--- config.mk ---
export PLATFORM = sky130hd
export DESIGN_NAME = encoder_wheel_echo_and_key_pulse
export DESIGN_NICKNAME = d
export VERILOG_FILES = /design/src/design/ewek_pkg.sv /design/src/design/encoder_wheel_echo_and_key_pulse.sv
export SDC_FILE = /design/constraint.sdc
export NUM_CORES = 2
export LEC_CHECK = 0
export BUFFER_PORTS_ARGS = -buffer_cell sky130_fd_sc_hd__buf_2
export CORE_ASPECT_RATIO = 1.75
export CORE_MARGIN = 1
export CORE_UTILIZATION = 50
export CTS_BUF_LIST = sky130_fd_sc_hd__clkbuf_4 sky130_fd_sc_hd__clkbuf_8
export DETAILED_ROUTE_END_ITERATION = 10
export PLACE_DENSITY = 0.74
export SYNTH_ARGS = -nofsm -noshare
export SYNTH_HDL_FRONTEND = slang
export SYNTH_SLANG_ARGS = --single-unit
--- constraint.sdc ---
create_clock -name i_clk -period 29.1 [get_ports i_clk]
set_clock_uncertainty 0.15 [all_clocks]
set_input_delay 5.82 -clock i_clk [delete_from_list [all_inputs] [get_ports i_clk]]
set_output_delay 5.82 -clock i_clk [all_outputs]
set_load 0.01 [all_outputs]
--- src/design/ewek_pkg.sv ---
package ewek_pkg;

    localparam int POS_W       = 32;
    localparam int DELTA_W     = 32;
    localparam int VEL_W       = 16;
    localparam int EC_W        = 8;
    localparam int STR_W       = 16;
    localparam int KS_W        = 8;
    localparam int STEP_W      = 9;

    localparam int IN_TDATA_W  = 56;   // position, velocity_in, key_a_in, key_b_in
    localparam int OUT_TDATA_W = 24;   // velocity_out, key_a_out, key_b_out, echo_active
    localparam int CFG_IDX_W   = 8;
    localparam int CFG_DATA_W  = 16;

    // shared multiplier operands and the product / dividend register
    localparam int MUL_A_W     = 48;
    localparam int MUL_B_W     = 16;
    localparam int PROD_W      = 56;
    localparam int DIV_ITER    = PROD_W / 2;          // two quotient bits per cycle
    localparam int DIV_CNT_W   = $clog2(DIV_ITER);
    localparam int FRAC_W      = 8;                   // Q8.8 strength
    localparam int KPROD_W     = DELTA_W + KS_W;      // |diff| * key_strength
    localparam int ACC_W       = KPROD_W + 2;

    localparam logic [STEP_W-1:0] STEP_IDLE        = '1;
    localparam logic [EC_W-1:0]   ECHO_COUNT_RST   = EC_W'(8);
    localparam logic [STR_W-1:0]  STRENGTH_RST     = STR_W'(256);   // 1.0 in Q8.8
    localparam logic [KS_W-1:0]   KEY_STRENGTH_RST = KS_W'(1);

    typedef enum logic [CFG_IDX_W-1:0] {
        REG_MODE         = 8'd0,
        REG_ECHO_COUNT   = 8'd1,
        REG_STRENGTH     = 8'd2,
        REG_KEY_STRENGTH = 8'd3
    } t_cfg_reg;

    typedef enum logic [8:0] {
        S_IDLE = 9'b000000001,
        S_PREP = 9'b000000010,
        S_MUL1 = 9'b000000100,
        S_MUL2 = 9'b000001000,
        S_DIV  = 9'b000010000,
        S_FADE = 9'b000100000,
        S_KMUL = 9'b001000000,
        S_KACC = 9'b010000000,
        S_KEY  = 9'b100000000
    } t_state;

endpackage

--- src/design/encoder_wheel_echo_and_key_pulse.sv ---
// Channel   Dir  Handshake                     Payload (low bit up)
// s_axis    in   s_axis_tvalid/s_axis_tready   position, velocity_in, key_a_in, key_b_in
// m_axis    out  m_axis_tvalid/m_axis_tready   velocity_out, key_a_out, key_b_out, echo_active
// cfg       in   i_cfg_valid/o_cfg_ready       i_cfg_index, i_cfg_data
//
// One request at a time. A wheel tick with an active fade passes decode, two passes
// through the shared multiplier, the radix-4 divider by echo_count and a scale and
// saturate step. Other wheel ticks end at decode; key ticks pass decode, multiply,
// accumulate and key output (decode and key output when the position did not move).
// s_axis_tready is high only while the sequencer is idle and no result waits.
// Reset (synchronous, active low) restores the configuration, sequencer and echo state.
module encoder_wheel_echo_and_key_pulse
    import ewek_pkg::*;
(
    input  logic                   i_clk,
    input  logic                   i_rst_n,

    input  logic                   s_axis_tvalid,
    output logic                   s_axis_tready,
    // [31:0] position, [47:32] velocity_in, [48] key_a_in, [49] key_b_in
    input  logic [IN_TDATA_W-1:0]  s_axis_tdata,

    output logic                   m_axis_tvalid,
    input  logic                   m_axis_tready,
    // [15:0] velocity_out, [16] key_a_out, [17] key_b_out, [18] echo_active
    output logic [OUT_TDATA_W-1:0] m_axis_tdata,

    input  logic                   i_cfg_valid,
    output logic                   o_cfg_ready,
    input  logic [CFG_IDX_W-1:0]   i_cfg_index,
    input  logic [CFG_DATA_W-1:0]  i_cfg_data
);

    localparam logic signed [ACC_W-1:0] ACC_MAX = ACC_W'(64'sd2147483647);
    localparam logic signed [ACC_W-1:0] ACC_MIN = ACC_W'(-64'sd2147483648);
    localparam logic signed [VEL_W+2:0] VSUM_MAX = (VEL_W+3)'(32767);
    localparam logic signed [VEL_W+2:0] VSUM_MIN = (VEL_W+3)'(-32768);

    t_state r_state;

    // configuration
    logic              r_mode;
    logic [EC_W-1:0]   r_ec;
    logic [STR_W-1:0]  r_str;
    logic [KS_W-1:0]   r_ks;

    // persistent state
    logic [POS_W-1:0]         r_last;
    logic signed [DELTA_W-1:0] r_pending;
    logic [STEP_W-1:0]        r_step;

    // captured request
    logic [POS_W-1:0]         r_pos;
    logic signed [VEL_W-1:0]  r_vel;
    logic                     r_ka;
    logic                     r_kb;

    // working registers
    logic [PROD_W-1:0]        r_prod;
    logic [EC_W-1:0]          r_rem;
    logic [DIV_CNT_W-1:0]     r_cnt;
    logic [DELTA_W-1:0]       r_kmag;
    logic                     r_kneg;

    // result register
    logic                     r_ovalid;
    logic [VEL_W-1:0]         r_vel_o;
    logic                     r_ka_o;
    logic                     r_kb_o;
    logic                     r_act_o;

    logic                     w_in_acc;
    logic [POS_W-1:0]         w_diff;
    logic signed [DELTA_W-1:0] w_diff_s;
    logic                     w_moved;
    logic [STEP_W-1:0]        w_step_eff;
    logic [DELTA_W-1:0]       w_pmag;
    logic [MUL_A_W-1:0]       w_mul_a;
    logic [MUL_B_W-1:0]       w_mul_b;
    logic [MUL_A_W+MUL_B_W-1:0] w_mul;
    logic [EC_W:0]            w_t1;
    logic [EC_W:0]            w_t2;
    logic                     w_q1;
    logic                     w_q2;
    logic [EC_W-1:0]          w_rem1;
    logic [EC_W-1:0]          w_rem2;
    logic [PROD_W-FRAC_W-1:0] w_q;
    logic [VEL_W:0]           w_qc;
    logic signed [VEL_W+2:0]  w_contrib;
    logic signed [VEL_W+2:0]  w_vsum;
    logic [VEL_W-1:0]         w_vsat;
    logic signed [ACC_W-1:0]  w_kterm;
    logic signed [ACC_W-1:0]  w_acc;

    assign s_axis_tready = (r_state == S_IDLE) && !r_ovalid;
    assign w_in_acc      = s_axis_tvalid && s_axis_tready;
    assign o_cfg_ready   = 1'b1;
    assign m_axis_tvalid = r_ovalid;
    assign m_axis_tdata  = {5'b0, r_act_o, r_kb_o, r_ka_o, r_vel_o};

    // position difference, read as a signed number of the position width
    assign w_diff     = r_pos - r_last;
    assign w_diff_s   = DELTA_W'(signed'(w_diff));
    assign w_moved    = (w_diff != '0);
    assign w_step_eff = w_moved ? '0 : r_step;
    assign w_pmag     = r_pending[DELTA_W-1] ? DELTA_W'(-r_pending) : DELTA_W'(r_pending);

    // shared multiplier
    always_comb begin
        w_mul_a = '0;
        w_mul_b = '0;
        case (r_state)
            S_MUL1: begin
                w_mul_a = MUL_A_W'(w_pmag);
                w_mul_b = r_str;
            end
            S_MUL2: begin
                w_mul_a = r_prod[MUL_A_W-1:0];
                w_mul_b = MUL_B_W'(r_ec - r_step[EC_W-1:0]);
            end
            S_KMUL: begin
                w_mul_a = MUL_A_W'(r_kmag);
                w_mul_b = MUL_B_W'(r_ks);
            end
            default: begin
                w_mul_a = '0;
                w_mul_b = '0;
            end
        endcase
    end
    assign w_mul = w_mul_a * w_mul_b;

    // radix-4 restoring divide by echo_count, quotient shifts into r_prod
    always_comb begin
        w_t1   = {r_rem, r_prod[PROD_W-1]};
        w_q1   = (w_t1 >= {1'b0, r_ec});
        w_rem1 = w_q1 ? EC_W'(w_t1 - {1'b0, r_ec}) : w_t1[EC_W-1:0];
        w_t2   = {w_rem1, r_prod[PROD_W-2]};
        w_q2   = (w_t2 >= {1'b0, r_ec});
        w_rem2 = w_q2 ? EC_W'(w_t2 - {1'b0, r_ec}) : w_t2[EC_W-1:0];
    end

    // drop the Q8.8 fraction, clamp (anything past 2^16 saturates anyway)
    always_comb begin
        w_q  = r_prod[PROD_W-1:FRAC_W];
        w_qc = (|w_q[PROD_W-FRAC_W-1:VEL_W]) ? (VEL_W+1)'(1 << VEL_W)
                                              : {1'b0, w_q[VEL_W-1:0]};
        w_contrib = r_pending[DELTA_W-1] ? -(VEL_W+3)'(w_qc) : (VEL_W+3)'(w_qc);
        w_vsum    = (VEL_W+3)'(r_vel) + w_contrib;
        if (w_vsum > VSUM_MAX) begin
            w_vsat = VSUM_MAX[VEL_W-1:0];
        end else if (w_vsum < VSUM_MIN) begin
            w_vsat = VSUM_MIN[VEL_W-1:0];
        end else begin
            w_vsat = w_vsum[VEL_W-1:0];
        end
    end

    // key accumulator add
    always_comb begin
        w_kterm = r_kneg ? -ACC_W'(r_prod[KPROD_W-1:0]) : ACC_W'(r_prod[KPROD_W-1:0]);
        w_acc   = ACC_W'(r_pending) + w_kterm;
    end

    always_ff @(posedge i_clk) begin
        if (!i_rst_n) begin
            r_mode   <= 1'b0;
            r_ec     <= ECHO_COUNT_RST;
            r_str    <= STRENGTH_RST;
            r_ks     <= KEY_STRENGTH_RST;
        end else if (i_cfg_valid && o_cfg_ready) begin
            case (t_cfg_reg'(i_cfg_index))
                REG_MODE:         r_mode <= i_cfg_data[0];
                REG_ECHO_COUNT:   r_ec   <= i_cfg_data[EC_W-1:0];
                REG_STRENGTH:     r_str  <= i_cfg_data[STR_W-1:0];
                REG_KEY_STRENGTH: r_ks   <= i_cfg_data[KS_W-1:0];
                default: ;
            endcase
        end
    end

    always_ff @(posedge i_clk) begin
        if (!i_rst_n) begin
            r_state   <= S_IDLE;
            r_ovalid  <= 1'b0;
            r_last    <= '0;
            r_pending <= '0;
            r_step    <= STEP_IDLE;
        end else begin
            if (r_ovalid && m_axis_tready) begin
                r_ovalid <= 1'b0;
            end
            case (r_state)
                S_IDLE: begin
                    if (w_in_acc) begin
                        r_pos   <= s_axis_tdata[POS_W-1:0];
                        r_vel   <= s_axis_tdata[47:32];
                        r_ka    <= s_axis_tdata[48];
                        r_kb    <= s_axis_tdata[49];
                        r_state <= S_PREP;
                    end
                end
                S_PREP: begin
                    if (!r_mode) begin
                        if (w_moved) begin
                            r_pending <= w_diff_s;
                            r_last    <= r_pos;
                            r_step    <= '0;
                        end
                        if (w_step_eff < STEP_W'(r_ec)) begin
                            r_state <= S_MUL1;
                        end else begin
                            r_vel_o  <= r_vel;
                            r_ka_o   <= r_ka;
                            r_kb_o   <= r_kb;
                            r_act_o  <= 1'b0;
                            r_ovalid <= 1'b1;
                            r_state  <= S_IDLE;
                        end
                    end else begin
                        r_kneg <= w_diff_s[DELTA_W-1];
                        r_kmag <= w_diff_s[DELTA_W-1] ? DELTA_W'(-w_diff_s)
                                                      : DELTA_W'(w_diff_s);
                        if (w_moved) begin
                            r_last  <= r_pos;
                            r_state <= S_KMUL;
                        end else begin
                            r_state <= S_KEY;
                        end
                    end
                end
                S_MUL1: begin
                    r_prod  <= PROD_W'(w_mul);
                    r_state <= S_MUL2;
                end
                S_MUL2: begin
                    r_prod  <= PROD_W'(w_mul);
                    r_rem   <= '0;
                    r_cnt   <= '0;
                    r_state <= S_DIV;
                end
                S_DIV: begin
                    r_prod <= {r_prod[PROD_W-3:0], w_q1, w_q2};
                    r_rem  <= w_rem2;
                    r_cnt  <= r_cnt + 1'b1;
                    if (r_cnt == DIV_CNT_W'(DIV_ITER - 1)) begin
                        r_state <= S_FADE;
                    end
                end
                S_FADE: begin
                    r_vel_o  <= w_vsat;
                    r_ka_o   <= r_ka;
                    r_kb_o   <= r_kb;
                    r_act_o  <= 1'b1;
                    r_step   <= r_step + 1'b1;
                    r_ovalid <= 1'b1;
                    r_state  <= S_IDLE;
                end
                S_KMUL: begin
                    r_prod  <= PROD_W'(w_mul);
                    r_state <= S_KACC;
                end
                S_KACC: begin
                    if (w_acc > ACC_MAX) begin
                        r_pending <= ACC_MAX[DELTA_W-1:0];
                    end else if (w_acc < ACC_MIN) begin
                        r_pending <= ACC_MIN[DELTA_W-1:0];
                    end else begin
                        r_pending <= w_acc[DELTA_W-1:0];
                    end
                    r_state <= S_KEY;
                end
                S_KEY: begin
                    r_vel_o <= r_vel;
                    r_act_o <= 1'b0;
                    if (r_pending > 0) begin
                        r_ka_o    <= 1'b1;
                        r_kb_o    <= r_kb;
                        r_pending <= r_pending - 1'b1;
                    end else if (r_pending < 0) begin
                        r_ka_o    <= r_ka;
                        r_kb_o    <= 1'b1;
                        r_pending <= r_pending + 1'b1;
                    end else begin
                        r_ka_o <= 1'b0;
                        r_kb_o <= 1'b0;
                    end
                    r_ovalid <= 1'b1;
                    r_state  <= S_IDLE;
                end
                default: begin
                    r_state <= S_IDLE;
                end
            endcase
        end
    end

endmodule

==> results <==
- Setup slack closes at 16.85 ns.
- Counting instances in the post-synthesis netlist gives the leading cell types as sky130_fd_sc_hd__inv_1, sky130_fd_sc_hd__nand2_1, sky130_fd_sc_hd__fa_1.
- The max-cap violation count is 0.
- The number of global-route vias before repair came to 39300.
- The number of placement rows is 142.
- Clock tree synthesis inserted a total of 44 buffers.
- The global-route congestion overflow total is 0.
- After synthesis, flip-flops and latches occupy between 10% and 20% of the total area.
- The worst-margin pin slew is 1.24 ns.
- The overall routed net length is 129000 um.
- In this run, distinct cell masters in the synthesized netlist total 104.
- The final weighted congestion in routability-driven placement is 0.961.
- The post-synthesis instance area is 0.0435 sq mm.
- By startpoint and endpoint, the worst setup path is classified as flip-flop to flip-flop.
- The mean post-synth cell area is 8.52 sq um.
- The worst hold path stage count is 2.
- In the final layout, the share of cells above drive strength 1 is between 6 and 7%.
- In this run the most critical hold path is launched from r_last[4]$_SDFFE_PN0P_.
- Setup slack on the worst reg-to-reg path comes out at roughly 17 ns.
- Measured along the y axis, the die boundary spans 392 um.
- The arrival time at the worst endpoint is 12.52 ns.
- Based on the critical path, the design can be clocked at up to 81.7 MHz.
- The worst register-to-register path begins at r_pending[0]$_SDFFE_PN0P_.
- The HPWL after detailed placement is 103000 um.
- The final number of hold-violating endpoints is 0.
- In this design, the stage delay of the slowest critical-path cell is just under 1 ns.
- For the finished layout, the period the worst path requires is about 12 ns.
- The async set-or-reset flop fraction in the synthesized netlist is 0%.
- Counting cells, the worst reg-to-reg path comes to 36.
- The number of instances in the synthesized netlist is 5111.
- Clock latency on the worst-skew pair, taken at its later pin, is between 0.6 and 0.7 ns.
- The via count is 36472.
- The headroom to the max-slew limit is approximately 17%.
- The count of final setup violators is 0.
- The count of final max-slew check failures is 0.
- The count of buffers added on input and output ports is 99.
- The tree is rooted in a sky130_fd_sc_hd__clkbuf_8.
- The number of gates resized after CTS is 0.
- The starting utilization of the core area is between 50% and 60%.
- The cell at the slowest stage of the critical path is sky130_fd_sc_hd__o311ai_0.
- The worst setup path is captured at a flip-flop.
- The most common cell in the synthesized netlist is sky130_fd_sc_hd__inv_1.
- The total global-route track usage is 30.0%.
- In this run, synthesis inferred 171 flip-flops with an integrated enable.
- Buffers inserted to repair hold after CTS numbered 0.
- The cell repeated most along the worst path is sky130_fd_sc_hd__fa_1.
- The run finished with clean final reports.
- The count of nets left with antenna violations once routing finished came out at 0.
- The growth of design area from synthesis to finish is 6.09%.
- The overall power after layout is 1.37 mW.
- For this run, the detailed router's first-pass iteration total came to 6.
- The H-tree was split into 2 levels.
- The launching element type of the critical path is a flip-flop.
- approximately 110 I/O pins were placed.
- The first global-routing pass estimated between 200000 and 250000 um of wire.
- Yosys printed 0 warnings.
- The most used flip-flop cell after synthesis is sky130_fd_sc_hd__edfxtp_1.
- The setup total negative slack is 0 ns.
- The die covers 0.0883 sq mm.
- The min-delay analysis places its worst path in the category flip-flop to flip-flop.
- For the worst setup path, the data required time is 29.37 ns.
- The floorplan die width is approximately 230 um.
- The areal power density over the cells is approximately 30 mW/mm^2.
- After detailed routing, the number of vias per cell comes to ~5.8.
- Setup repair after global routing left no endpoint under its margin.
- After layout, the worst path uses between 40% and 50% of the clock period.
- The cell accounting for the most synthesized area is sky130_fd_sc_hd__fa_1.
- The number of register bits inferred by synthesis is about 290.
- The clock passes through at most 3 buffers.
- Along the worst path, the maximum fanout reaches 9.
- Ranked by total cell area, the synthesized netlist is headed by sky130_fd_sc_hd__fa_1, sky130_fd_sc_hd__edfxtp_1, sky130_fd_sc_hd__ha_1, sky130_fd_sc_hd__inv_1, sky130_fd_sc_hd__nand2_1.
- TritonCTS built the clock tree.
- The total area inside the core boundary comes to 0.0860 sq mm.
- The top-area cell type share of the netlist area is 28.6%.
- In the final routed layout, each cell accounts on average for 20.4 um.
- CTS saw 287 sinks.
- For this run, design rule violations remaining after detail routing come to 0.
- VDD sags by at most 48.7 uV.
- The standby leakage power is 20.2 nW.
- The setup fix buffers added after clock tree synthesis is 0.
- The detailed router finished its first iteration with ~2000 violations.
- Timing analysis after detailed placement gives a worst setup slack of 17.09 ns.
- The initial antenna violation count is 1.
- The worst hold path terminates at r_last[4]$_SDFFE_PN0P_.
- The endpoint identified for the worst register-to-register timing path is r_prod[52]$_DFFE_PP_.
- After clock tree synthesis, the clock-pin slew on the worst setup and hold paths is around 0.080 ns.
- The number of nets in the finished design is 6069.
- Entering global routing, the biggest net connects 83 pins.
==> cells in the final DEF, fill, tap and decap left out, drive strengths merged, types with 16 or more instances in the layout <==
cell      n
clkinv   16
xnor2   170
nand2   724
nor2b    39
a211oi   27
clkbuf   56
or2      17
nand4    19
o21ai   256
a22oi    46
inv     799
and3     25
edfxtp  171
o211ai   18
a21o    103
fa      623
o21bai   23
a31oi    24
nand3    97
buf     169
dfxtp   116
ha      258
nor3     50
nor4     24
and2     54
nand2b   42
a21boi   27
a21oi   239
o21a     46
nor2    452
or3      27
xor2    126
o221a    27
o31ai    33
==> area by class of cell <==
type                       instances  area (sq um)
clock inverter                    25           258
timing repair buffer             169          1020
tap                             1152          1440
multi-input combinational       3804         32300
inverter                         797          2990
sequential                       287          7460
clock buffer                      56           739
antenna                            1          2.50
fill                            8032         39800
==> critical path, delay by kind of cell (launching register included) <==
family                   cells  cell delay [ns]
multiplexers                 1             0.24
buffers and inverters        5             0.37
AO/OA/AOI/OAI               11             4.07
flip-flops                   1             0.45
XOR/XNOR                     1             0.21
AND/OR/NAND/NOR             10             2.81
adder cells (fa/ha/maj)      8             3.67
==> power by group <==
part / total [mW] / switching, mW / internal (mW)
Clock: 0.397 / 0.191 / 0.206
Sequential: 0.470 / 0.0180 / 0.452
Combinational: 0.503 / 0.301 / 0.202
Total: 1.37 / 0.510 / 0.860
==> through the flow <==
step                hold WS [ns]  util (%)  std cells  cell area [sq um]
finish                     0.307      53.7       6291              46200
global route               0.332      53.7       6291              46200
detailed placement         0.301      52.6       6209              45200
CTS                        0.312      53.7       6290              46200
floorplan                  0.286         -       5115              43600
global placement           0.294      52.6       6209              45200
==> flip-flops by register name, indices dropped and copies added, names as in the netlist, 5 cells and up <==
register / flops
r_cnt: 5
r_ec: 8
r_kmag: 32
r_ks: 8
r_last: 32
r_pending: 32
r_pos: 32
r_prod: 56
r_rem: 8
r_state: 9
r_step: 9
r_str: 16
r_vel: 16
r_vel_o: 16
==> how the worst max path moves through the flow <==
| stage | from | endpoint | cells after the start | slack (ns) |
|---|---|---|---|---|
| 5_1_grt | r_pending[0]$_SDFFE_PN0P_ | r_prod[52]$_DFFE_PP_ | 36 | 16.54 |
| 6_report | r_pending[0]$_SDFFE_PN0P_ | r_prod[52]$_DFFE_PP_ | 36 | 16.85 |
| 2_1_floorplan | i_rst_n | r_prod[0]$_DFFE_PP_ | 3 | 17.99 |
| 4_1_cts | r_pending[0]$_SDFFE_PN0P_ | r_prod[52]$_DFFE_PP_ | 36 | 17.04 |
| 3_3_place_gp | r_pending[0]$_SDFFE_PN0P_ | r_prod[52]$_DFFE_PP_ | 36 | 17.14 |
| 3_5_place_dp | r_pending[1]$_SDFFE_PN0P_ | r_prod[52]$_DFFE_PP_ | 36 | 17.09 |
==> cells by family (layout without fill, tap and decap cells) <==
kind of cell	Yosys count	count (layout)	share of synthesized area (%)
fa+ha+maj	881	881	36.1
mux	22	22	0.526
simple gates	1620	1620	16.4
buf+inv	1024	1047	9.06
other cells	2	7	0.0172
compound gates	979	979	14.9
xor+xnor	296	296	5.95
flops	287	287	17.1
==> layer usage <==
metal / up-vias / GRT usage [%] / part of all wire, %
met5: - / 0 / 0
met4: 0 / 25.2 / 9.8
met3: 640 / 3.73 / 5.7
met2: 1420 / 56.0 / 52
met1: 17799 / 29.1 / 32
li1: 16613 / - / -
No activity file was read; power rests on OpenSTA's default activity.
